$ cat src/hdl/motor_speed_pi_loop_unit_assert.svh
// ----------------------------------------------------------------------------
// Assertion macros for the motor speed PI loop
// Clocked on clk, disabled while rst_n is low; empty under synthesis.
// ----------------------------------------------------------------------------
`ifndef MOTOR_SPEED_PI_LOOP_UNIT_ASSERT_SVH
`define MOTOR_SPEED_PI_LOOP_UNIT_ASSERT_SVH

`ifndef SYNTHESIS
`define MSPL_ASSERT(label, prop) \
  label: assert property (@(posedge clk) disable iff (!rst_n) prop) \
    else $error("mspl assertion failed");
`define MSPL_NEVER(label, cond) \
  `MSPL_ASSERT(label, !(cond))
`else
`define MSPL_ASSERT(label, prop)
`define MSPL_NEVER(label, cond)
`endif

`endif

$ cat src/hdl/mspl_pkg.sv
// ----------------------------------------------------------------------------
// mspl_pkg
// Types and constants shared by the motor speed PI loop modules.
// ----------------------------------------------------------------------------
package mspl_pkg;

  localparam int SPEED_W  = 16;
  localparam int PERIOD_W = 32;
  localparam int GAIN_W   = 16;
  localparam int ERR_W    = SPEED_W + 1;
  localparam int SUM_W    = 48;
  localparam int SUM_LO_W = SUM_W / 2;
  localparam int SUM_HI_W = SUM_W - SUM_LO_W;
  localparam int PROP_SH  = 17;
  localparam int FRAC_SH  = 33;
  localparam int TOT_W    = 66;
  localparam int Q_W      = TOT_W - FRAC_SH;
  localparam int DUTY_W   = Q_W + 1;
  localparam int DIV_STEPS = PERIOD_W;
  localparam int CNT_W    = $clog2(DIV_STEPS);
  localparam int CFG_IDX_W = 3;
  localparam int CFG_DATA_W = 32;

  localparam logic [CNT_W-1:0] DIV_LAST = CNT_W'(DIV_STEPS - 1);

  localparam logic [GAIN_W-1:0]   PROP_GAIN_RST   = 16'd5243;
  localparam logic [GAIN_W-1:0]   INTEG_GAIN_RST  = 16'd4295;
  localparam logic [SPEED_W-1:0]  DEAD_BAND_RST   = 16'd20;
  localparam logic [SPEED_W-1:0]  PWM_PERIOD_RST  = 16'd1200;
  localparam logic [PERIOD_W-1:0] SPEED_SCALE_RST = 32'd90000000;

  typedef enum logic [CFG_IDX_W-1:0] {
    REG_PROP_GAIN   = 3'd0,
    REG_INTEG_GAIN  = 3'd1,
    REG_DEAD_BAND   = 3'd2,
    REG_PWM_PERIOD  = 3'd3,
    REG_SPEED_SCALE = 3'd4
  } cfg_idx_t;

  typedef struct packed {
    logic [GAIN_W-1:0]   prop_gain;
    logic [GAIN_W-1:0]   integ_gain;
    logic [SPEED_W-1:0]  dead_band;
    logic [SPEED_W-1:0]  pwm_period;
    logic [PERIOD_W-1:0] speed_scale;
  } cfg_t;

  typedef enum logic [2:0] {
    S_IDLE,
    S_DIV,
    S_MUL_LO,
    S_MUL_HI,
    S_ACC,
    S_UPD
  } state_t;

  typedef struct packed {
    logic load;
    logic div_step;
    logic mul_lo;
    logic mul_hi;
    logic acc;
    logic upd;
  } cmd_t;

endpackage

$ cat src/hdl/mspl_ctrl.sv
// ----------------------------------------------------------------------------
// mspl_ctrl
// Sequencer: accept, divide steps, multiply, accumulate, update and output.
// ----------------------------------------------------------------------------
`include "motor_speed_pi_loop_unit_assert.svh"

module mspl_ctrl (
  input  logic               clk,
  input  logic               rst_n,
  input  logic               in_valid,
  output logic               in_stall,
  input  logic               out_stall,
  output logic               out_valid,
  output mspl_pkg::cmd_t     cmd
);

  mspl_pkg::state_t               state_r, state_nxt;
  logic [mspl_pkg::CNT_W-1:0]     cnt_r, cnt_nxt;
  logic                           out_valid_r, out_valid_nxt;

  // next state
  always_comb begin
    state_nxt = state_r;
    cnt_nxt   = cnt_r;
    case (state_r)
      mspl_pkg::S_IDLE: begin
        cnt_nxt = '0;
        if (in_valid) state_nxt = mspl_pkg::S_DIV;
      end
      mspl_pkg::S_DIV: begin
        cnt_nxt = cnt_r + 1'b1;
        if (cnt_r == mspl_pkg::DIV_LAST) state_nxt = mspl_pkg::S_MUL_LO;
      end
      mspl_pkg::S_MUL_LO: state_nxt = mspl_pkg::S_MUL_HI;
      mspl_pkg::S_MUL_HI: state_nxt = mspl_pkg::S_ACC;
      mspl_pkg::S_ACC:    state_nxt = mspl_pkg::S_UPD;
      mspl_pkg::S_UPD: begin
        // wait while the previous result is still held up
        if (!(out_valid_r && out_stall)) state_nxt = mspl_pkg::S_IDLE;
      end
      default: state_nxt = mspl_pkg::S_IDLE;
    endcase
  end

  // commands
  always_comb begin
    cmd = '0;
    case (state_r)
      mspl_pkg::S_IDLE:   cmd.load     = in_valid;
      mspl_pkg::S_DIV:    cmd.div_step = 1'b1;
      mspl_pkg::S_MUL_LO: cmd.mul_lo   = 1'b1;
      mspl_pkg::S_MUL_HI: cmd.mul_hi   = 1'b1;
      mspl_pkg::S_ACC:    cmd.acc      = 1'b1;
      mspl_pkg::S_UPD:    cmd.upd      = !(out_valid_r && out_stall);
      default:            cmd          = '0;
    endcase
  end

  always_comb begin
    out_valid_nxt = out_valid_r;
    if (cmd.upd) out_valid_nxt = 1'b1;
    else if (out_valid_r && !out_stall) out_valid_nxt = 1'b0;
  end

  always_ff @(posedge clk) begin
    if (!rst_n) begin
      state_r     <= mspl_pkg::S_IDLE;
      cnt_r       <= '0;
      out_valid_r <= 1'b0;
    end else begin
      state_r     <= state_nxt;
      cnt_r       <= cnt_nxt;
      out_valid_r <= out_valid_nxt;
    end
  end

  assign in_stall  = (state_r != mspl_pkg::S_IDLE);
  assign out_valid = out_valid_r;

  `MSPL_ASSERT(a_cmd_onehot, $onehot0(cmd))
  `MSPL_ASSERT(a_load_starts_div, cmd.load |=> (state_r == mspl_pkg::S_DIV) && (cnt_r == '0))
  `MSPL_ASSERT(a_div_full_len, (state_r == mspl_pkg::S_MUL_LO) |-> ($past(cnt_r) == mspl_pkg::DIV_LAST))
  `MSPL_NEVER(a_no_overwrite, cmd.upd && out_valid_r && out_stall)

endmodule

$ cat src/hdl/mspl_dpath.sv
// ----------------------------------------------------------------------------
// mspl_dpath
// Restoring divider, split integral multiply, PI sum and duty update.
// ----------------------------------------------------------------------------
`include "motor_speed_pi_loop_unit_assert.svh"

module mspl_dpath (
  input  logic                              clk,
  input  logic                              rst_n,
  input  mspl_pkg::cmd_t                    cmd,
  input  mspl_pkg::cfg_t                    cfg,
  input  logic [mspl_pkg::SPEED_W-1:0]      in_target_speed,
  input  logic [mspl_pkg::PERIOD_W-1:0]     in_period_count,
  output logic [mspl_pkg::SPEED_W-1:0]      out_pwm_duty,
  output logic [mspl_pkg::SPEED_W-1:0]      out_shown_speed,
  output logic [mspl_pkg::SPEED_W-1:0]      out_measured_speed
);

  localparam int SW  = mspl_pkg::SPEED_W;
  localparam int PW  = mspl_pkg::PERIOD_W;
  localparam int GW  = mspl_pkg::GAIN_W;
  localparam int EW  = mspl_pkg::ERR_W;
  localparam int SMW = mspl_pkg::SUM_W;
  localparam int LW  = mspl_pkg::SUM_LO_W;
  localparam int HW  = mspl_pkg::SUM_HI_W;
  localparam int TW  = mspl_pkg::TOT_W;
  localparam int QW  = mspl_pkg::Q_W;
  localparam int DW  = mspl_pkg::DUTY_W;
  localparam int FS  = mspl_pkg::FRAC_SH;

  // controller state
  logic signed [SMW-1:0] error_sum_r, error_sum_nxt;
  logic [SW-1:0]         duty_level_r, duty_level_nxt;
  logic [SW-1:0]         held_r, held_nxt;
  logic [SW-1:0]         shown_r, shown_nxt;

  // per-request working registers
  logic [SW-1:0]         target_r;
  logic [PW-1:0]         period_r;
  logic signed [EW-1:0]  err_r;
  logic [PW-1:0]         quo_r, rem_r;
  logic [GW+LW-1:0]      plo_r;
  logic signed [GW+HW:0] phi_r;
  logic signed [GW+EW:0] pe_r;
  logic signed [QW-1:0]  q_r;
  logic [SW-1:0]         duty_out_r, shown_out_r, meas_out_r;

  logic signed [EW-1:0]  err_w;
  logic [PW:0]           trial_w;
  logic signed [TW-1:0]  tot_w;
  logic signed [QW-1:0]  q_w;
  logic [SW-1:0]         meas_w;
  logic [EW-1:0]         mag_w;
  logic                  outside_w;
  logic signed [DW-1:0]  duty_sum_w;

  assign err_w = $signed({1'b0, in_target_speed}) - $signed({1'b0, held_r});

  // one quotient bit per step
  assign trial_w = {rem_r, quo_r[PW-1]} - {1'b0, period_r};

  assign tot_w = ($signed({{(TW-GW-HW-1){phi_r[GW+HW]}}, phi_r}) <<< LW)
               + $signed({{(TW-GW-LW){1'b0}}, plo_r})
               + ($signed({{(TW-GW-EW-1){pe_r[GW+EW]}}, pe_r}) <<< mspl_pkg::PROP_SH);

  // floor shift, then bump negatives with a fraction to truncate toward zero
  assign q_w = tot_w[TW-1:FS] + QW'(tot_w[TW-1] && (|tot_w[FS-1:0]));

  always_comb begin
    if (period_r == '0) meas_w = '0;
    else if (|quo_r[PW-1:SW]) meas_w = '1;
    else meas_w = quo_r[SW-1:0];
  end

  assign mag_w     = err_r[EW-1] ? EW'(-err_r) : EW'(err_r);
  assign outside_w = mag_w > {1'b0, cfg.dead_band};
  assign duty_sum_w = $signed({{(DW-SW){1'b0}}, duty_level_r}) + $signed({q_r[QW-1], q_r});

  always_comb begin
    error_sum_nxt  = error_sum_r;
    duty_level_nxt = duty_level_r;
    held_nxt       = held_r;
    shown_nxt      = shown_r;
    if (cmd.load) error_sum_nxt = error_sum_r + SMW'(err_w);
    if (cmd.upd) begin
      held_nxt = meas_w;
      if (err_r != '0) shown_nxt = target_r;
      if (outside_w) begin
        shown_nxt = meas_w;
        if (duty_sum_w[DW-1]) duty_level_nxt = '0;
        else if (duty_sum_w > $signed({{(DW-SW){1'b0}}, cfg.pwm_period}))
          duty_level_nxt = cfg.pwm_period;
        else duty_level_nxt = duty_sum_w[SW-1:0];
      end
    end
  end

  always_ff @(posedge clk) begin
    if (!rst_n) begin
      error_sum_r  <= '0;
      duty_level_r <= '0;
      held_r       <= '0;
      shown_r      <= '0;
    end else begin
      error_sum_r  <= error_sum_nxt;
      duty_level_r <= duty_level_nxt;
      held_r       <= held_nxt;
      shown_r      <= shown_nxt;
    end
  end

  always_ff @(posedge clk) begin
    if (cmd.load) begin
      target_r <= in_target_speed;
      period_r <= in_period_count;
      err_r    <= err_w;
      quo_r    <= cfg.speed_scale;
      rem_r    <= '0;
    end
    if (cmd.div_step) begin
      if (!trial_w[PW]) begin
        rem_r <= trial_w[PW-1:0];
        quo_r <= {quo_r[PW-2:0], 1'b1};
      end else begin
        rem_r <= {rem_r[PW-2:0], quo_r[PW-1]};
        quo_r <= {quo_r[PW-2:0], 1'b0};
      end
    end
    if (cmd.mul_lo) plo_r <= cfg.integ_gain * error_sum_r[LW-1:0];
    if (cmd.mul_hi) begin
      phi_r <= $signed({1'b0, cfg.integ_gain}) * $signed(error_sum_r[SMW-1:LW]);
      pe_r  <= $signed({1'b0, cfg.prop_gain}) * err_r;
    end
    if (cmd.acc) q_r <= q_w;
    if (cmd.upd) begin
      duty_out_r  <= duty_level_nxt;
      shown_out_r <= shown_nxt;
      meas_out_r  <= meas_w;
    end
  end

  assign out_pwm_duty       = duty_out_r;
  assign out_shown_speed    = shown_out_r;
  assign out_measured_speed = meas_out_r;

  // inside the deadband the old duty is kept, even above a lowered ceiling
  `MSPL_ASSERT(a_duty_in_range, (cmd.upd && outside_w) |=> duty_level_r <= $past(cfg.pwm_period))
  `MSPL_ASSERT(a_held_tracks, cmd.upd |=> (held_r == $past(meas_w)))
  `MSPL_ASSERT(a_zero_period, (cmd.upd && (period_r == '0)) |=> (out_measured_speed == '0))

endmodule

$ cat src/hdl/motor_speed_pi_loop_unit.sv
// ----------------------------------------------------------------------------
// motor_speed_pi_loop_unit
// Incremental PI speed controller with deadband, one request per control tick.
// ----------------------------------------------------------------------------
// A request is taken in S_IDLE; the 32-step restoring divider of the speed
// measurement runs, then the MUL_LO and MUL_HI multiply states, ACC and UPD.
// in_stall holds off new requests until the unit is back in S_IDLE.
// The next request is taken while a finished result waits on out_stall.
// Reset (synchronous, rst_n low): integrator, duty, held and shown speed
// cleared, registers back to defaults, no result pending.
module motor_speed_pi_loop_unit (
  input  logic                                  clk,
  input  logic                                  rst_n,
  input  logic                                  in_valid,
  output logic                                  in_stall,
  input  logic [mspl_pkg::SPEED_W-1:0]          in_target_speed,
  input  logic [mspl_pkg::PERIOD_W-1:0]         in_period_count,
  output logic                                  out_valid,
  input  logic                                  out_stall,
  output logic [mspl_pkg::SPEED_W-1:0]          out_pwm_duty,
  output logic [mspl_pkg::SPEED_W-1:0]          out_shown_speed,
  output logic [mspl_pkg::SPEED_W-1:0]          out_measured_speed,
  input  logic                                  cfg_valid,
  output logic                                  cfg_ready,
  input  logic [mspl_pkg::CFG_IDX_W-1:0]        cfg_index,
  input  logic [mspl_pkg::CFG_DATA_W-1:0]       cfg_data
);

  mspl_pkg::cfg_t cfg_r, cfg_nxt;
  mspl_pkg::cmd_t cmd;

  assign cfg_ready = 1'b1;

  always_comb begin
    cfg_nxt = cfg_r;
    if (cfg_valid) begin
      case (cfg_index)
        mspl_pkg::REG_PROP_GAIN:   cfg_nxt.prop_gain   = cfg_data[mspl_pkg::GAIN_W-1:0];
        mspl_pkg::REG_INTEG_GAIN:  cfg_nxt.integ_gain  = cfg_data[mspl_pkg::GAIN_W-1:0];
        mspl_pkg::REG_DEAD_BAND:   cfg_nxt.dead_band   = cfg_data[mspl_pkg::SPEED_W-1:0];
        mspl_pkg::REG_PWM_PERIOD:  cfg_nxt.pwm_period  = cfg_data[mspl_pkg::SPEED_W-1:0];
        mspl_pkg::REG_SPEED_SCALE: cfg_nxt.speed_scale = cfg_data[mspl_pkg::PERIOD_W-1:0];
        default:                   cfg_nxt             = cfg_r;
      endcase
    end
  end

  always_ff @(posedge clk) begin
    if (!rst_n) begin
      cfg_r.prop_gain   <= mspl_pkg::PROP_GAIN_RST;
      cfg_r.integ_gain  <= mspl_pkg::INTEG_GAIN_RST;
      cfg_r.dead_band   <= mspl_pkg::DEAD_BAND_RST;
      cfg_r.pwm_period  <= mspl_pkg::PWM_PERIOD_RST;
      cfg_r.speed_scale <= mspl_pkg::SPEED_SCALE_RST;
    end else begin
      cfg_r <= cfg_nxt;
    end
  end

  mspl_ctrl u_ctrl (
    .clk       (clk),
    .rst_n     (rst_n),
    .in_valid  (in_valid),
    .in_stall  (in_stall),
    .out_stall (out_stall),
    .out_valid (out_valid),
    .cmd       (cmd)
  );

  mspl_dpath u_dpath (
    .clk                (clk),
    .rst_n              (rst_n),
    .cmd                (cmd),
    .cfg                (cfg_r),
    .in_target_speed    (in_target_speed),
    .in_period_count    (in_period_count),
    .out_pwm_duty       (out_pwm_duty),
    .out_shown_speed    (out_shown_speed),
    .out_measured_speed (out_measured_speed)
  );

endmodule
$ cat config.mk
export PLATFORM = sky130hd
export DESIGN_NAME = motor_speed_pi_loop_unit
export DESIGN_NICKNAME = d
export VERILOG_FILES = /design/src/hdl/mspl_pkg.sv /design/src/hdl/mspl_ctrl.sv /design/src/hdl/mspl_dpath.sv /design/src/hdl/motor_speed_pi_loop_unit.sv
export VERILOG_INCLUDE_DIRS = /design/src /design/src/hdl
export SDC_FILE = /design/constraint.sdc
export NUM_CORES = 2
export LEC_CHECK = 0
export BUFFER_PORTS_ARGS = -buffer_cell sky130_fd_sc_hd__buf_2
export CAP_MARGIN = 30
export CORE_UTILIZATION = 60
export CTS_CLUSTER_DIAMETER = 50
export CTS_CLUSTER_SIZE = 8
export DETAILED_ROUTE_END_ITERATION = 12
export HOLD_SLACK_MARGIN = 0.15
export PLACE_DENSITY = 0.89
export SLEW_MARGIN = 10
export SYNTH_ARGS = -nofsm -noshare
export SYNTH_HDL_FRONTEND = slang
export SYNTH_SLANG_ARGS = --single-unit
$ cat constraint.sdc
create_clock -name clk -period 12.9 [get_ports clk]
set_clock_uncertainty 0.05 [all_clocks]
set_input_delay 3.225 -clock clk [delete_from_list [all_inputs] [get_ports clk]]
set_output_delay 3.225 -clock clk [all_outputs]
set_load 0.01 [all_outputs]
==> metrics.md <==
| Metric | Value |
|---|---|
| Status | `finished clean` |
| List of most frequent post-synthesis cells | `1,217 x nand2_1, 1,206 x inv_1, 913 x fa_1` |
| Total GRT Usage | `0.331` |
| HPWL after DPL | `133 mm` |
| RePlAce Congestion | `0.980` |
| Synth unique cells | `86` |
| Largest family of logic cells by synthesized area | `adder cells` |
| Syn avg cell area | `9.03 µm²` |
| Die Y | `332 µm` |
| Drt via density | `6.11` |
| Pwr per Cell Area | `148 nW/µm²` |
| Total power | `10.4 mW` |
| Synth Area in Adders | `0.389` |
| Number of flops mapped to enable cells by yosys | `325` |
| CTS tree | `done` |
| TritonCTS Buffers | `85` |
| FF-to-FF path depth | `23` |
| Register area share after synthesis | `0.211` |
| Worst VDD drop | `266 µV` |
| CP startpoint kind | `input port` |
| Clock Tree Root | `clkbuf_16` |
| Mapped Nets | `8,784` |
| Worst r2r src | `cfg_r[74]` |
| GR Overflow Total | `0` |
| Port buffer count | `137` |
| Crit end category | `register` |
| Global-route wire length before repair | `289 mm` |
| Clock sinks | `526` |
| Top cells by area, synth | `fa_1 28%, edfxtp_1 15%, ha_1 11%, nand2_1 7.0%, inv_1 6.9%` |
| FF-to-FF setup slack | `4780 ps` |
| FFs w/ async S/R, synth | `0` |
| Syn Inst Count | `7,215` |
| WL final | `182 mm` |
| Share of cells above drive strength 1 | `0.0514` |
| Hold path start | `cfg_r[10]` |
| Clock latency on the worst-skew pair | `690 ps` |
| Crit share post-route | `0.704` |
| Max Root-Sink Buffers | `3` |
| Mux share of post-synthesis cell area | `0.00726` |
| Worst hold endpoint | `cfg_r[10]` |
| Die width | `332 µm` |
| Crit-path max FO | `38` |
| Largest net degree at the start of global routing | `84` |
| Synth top area share | `0.280` |
| Synth area leader | `fa_1` |
| Synth Area in Compound Gates | `0.0982` |
| Rel. slew slack | `0.253` |
| Hold Buf Count CTS | `0` |
| Synth Area in Simple Gates | `0.172` |
| Vias in the first global route | `55,100` |
| Die area | `110,000 µm²` |
| Yosys warns | `0` |
| Final nets | `8,778` |
| CP required | `13,360 ps` |
| Hold Vio Cnt, Final | `0` |
| Worst-margin pin slew | `1120 ps` |
| Most frequent cell after synthesis | `nand2_1` |
| FF+latch count, synth | `526` |
| XOR/XNOR Fraction of Synth Area | `0.0348` |
| Initial drt markers | `5,387` |
| Max Clk Rate | `0.110 GHz` |
| P&R area growth vs syn | `7.22%` |
| DRC | `0` |
| Final setup fails | `0` |
| Unrepaired setup endpoints after global routing | `false` |
| Post-DRT Antenna Nets | `0` |
| Max_cap viols | `0` |
| Antenna violations before repair | `4` |
| Worst reg2reg endpoint | `u_dpath.plo_r[39]` |
| Via Count | `53,000` |
| Area of the core | `107,000 µm²` |
| Critical Setup Path Class | `input port to register` |
| Worst EP arrival | `9540 ps` |
| Setup TNS | `0 ps` |
| Post-CTS setup buffers | `0` |
| Minimum clock period | `9080 ps` |
| Fin. max-slew vios | `0` |
| H-tree depth | `3` |
| TritonRoute pass-1 iters | `8` |
| Static leakage | `33.3 nW` |
| Hold Crit Depth | `2` |
| Top_reg_cell synth | `edfxtp_1` |
| Row Count | `120` |
| Clock transition at path regs | `50 ps` |
| Io pins | `139` |
| Initial Util | `0.607` |
| Routed WL per cell | `21.0 µm` |
| Min-delay worst type | `register to register` |
| Post-CTS Resized | `0` |
| Synthesized area | `65,200 µm²` |
==> worst max path at each step <==
stage                       startpoint                       to  slack (ps)
CTS                 in_target_speed[0]  u_dpath.error_sum_r[45]        3900
global route        in_target_speed[1]  u_dpath.error_sum_r[45]        3390
floorplan           in_target_speed[0]  u_dpath.error_sum_r[45]        2910
finish              in_target_speed[0]  u_dpath.error_sum_r[45]        3820
global placement    in_target_speed[0]  u_dpath.error_sum_r[45]        3360
detailed placement  in_target_speed[0]  u_dpath.error_sum_r[45]        3270
==> registers in the layout, indices dropped and copies added (netlist names), 17 cells and up <==
| name | cells |
|---|---|
| u_dpath.period_r | 32 |
| cfg_r | 96 |
| u_dpath.err_r | 17 |
| u_dpath.error_sum_r | 48 |
| u_dpath.plo_r | 40 |
| u_dpath.rem_r | 32 |
| u_dpath.q_r | 33 |
| u_dpath.phi_r | 41 |
| u_dpath.pe_r | 34 |
| u_dpath.quo_r | 32 |
==> report_power, final <==
| group | total [mW] | internal, mW | switching [mW] |
|---|---|---|---|
| Sequential | 2.23 | 2.10 | 0.138 |
| Combinational | 5.97 | 2.37 | 3.60 |
| Clock | 2.17 | 1.32 | 0.854 |
==> routing by layer <==
layer | track usage | part of all wire
met2 | 0.534 | 0.46
met5 | 0 | 0.00015
met4 | 0.210 | 0.072
met1 | 0.406 | 0.36
met3 | 0.0685 | 0.10
==> final cells by class <==
class                   instances  area, µm²
diodes                          2       5.00
clock buffers                 130       2340
clock inverters                24        353
fillers                      7768      37500
inverters                    1206       4530
multi-input cells            5181      45800
flip-flops and latches        526      13800
well taps                    1403       1760
repair buffers                209       1340
==> per-stage QoR <==
stage          cells  hold slack, ps  area, µm²   util  setup slack [ps]
3_5_place_dp    8517             396      67000  0.625              3270
3_3_place_gp    8513             393      67000  0.624              3360
5_1_grt         8680             418      69900  0.651              3390
6_report        8681             405      69900  0.651              3820
2_1_floorplan   7215             386      65200      -              2910
4_1_cts         8671             403      69700  0.650              3900
==> critical path, stage by stage <==
cell and delay [ps]:
buf_2 110, inv_1 50, ha_1 150, inv_1 50
fa_1 390, a21o_1 170, a21oi_1 220, o21a_1 180
o21ai_0 140, a41oi_1 320, a21oi_1 150, a221o_1 390
a31oi_4 190, buf_4 430, ha_1 390, a21o_1 180
a21oi_1 140, o21bai_1 90, a21o_1 190, a221o_1 340
a221o_1 330, a21oi_1 370, o21ai_0 400, a211oi_1 380
nor3_1 90, or3b_2 440
==> cells by family after synthesis <==
group | Yosys count
other cells | 1
mux | 47
xor+xnor | 259
buf+inv | 1508
simple gates | 2380
compound gates | 1013
flops | 526
fa+ha+maj | 1481
==> cell usage in the layout, fill, tap and decap left out, types with 85 or more instances in the layout <==
master and n:
clkbuf_16 85, nand2_1 1214, edfxtp_1 325, nor2_1 237, buf_2 137, and2_1 451, a21oi_1 340, fa_1 913
nand3_1 115, dfxtp_1 201, ha_1 568, inv_1 1203, xnor2_1 176, a21o_1 138, o21ai_0 195
(Power assumes the default switching activity.)
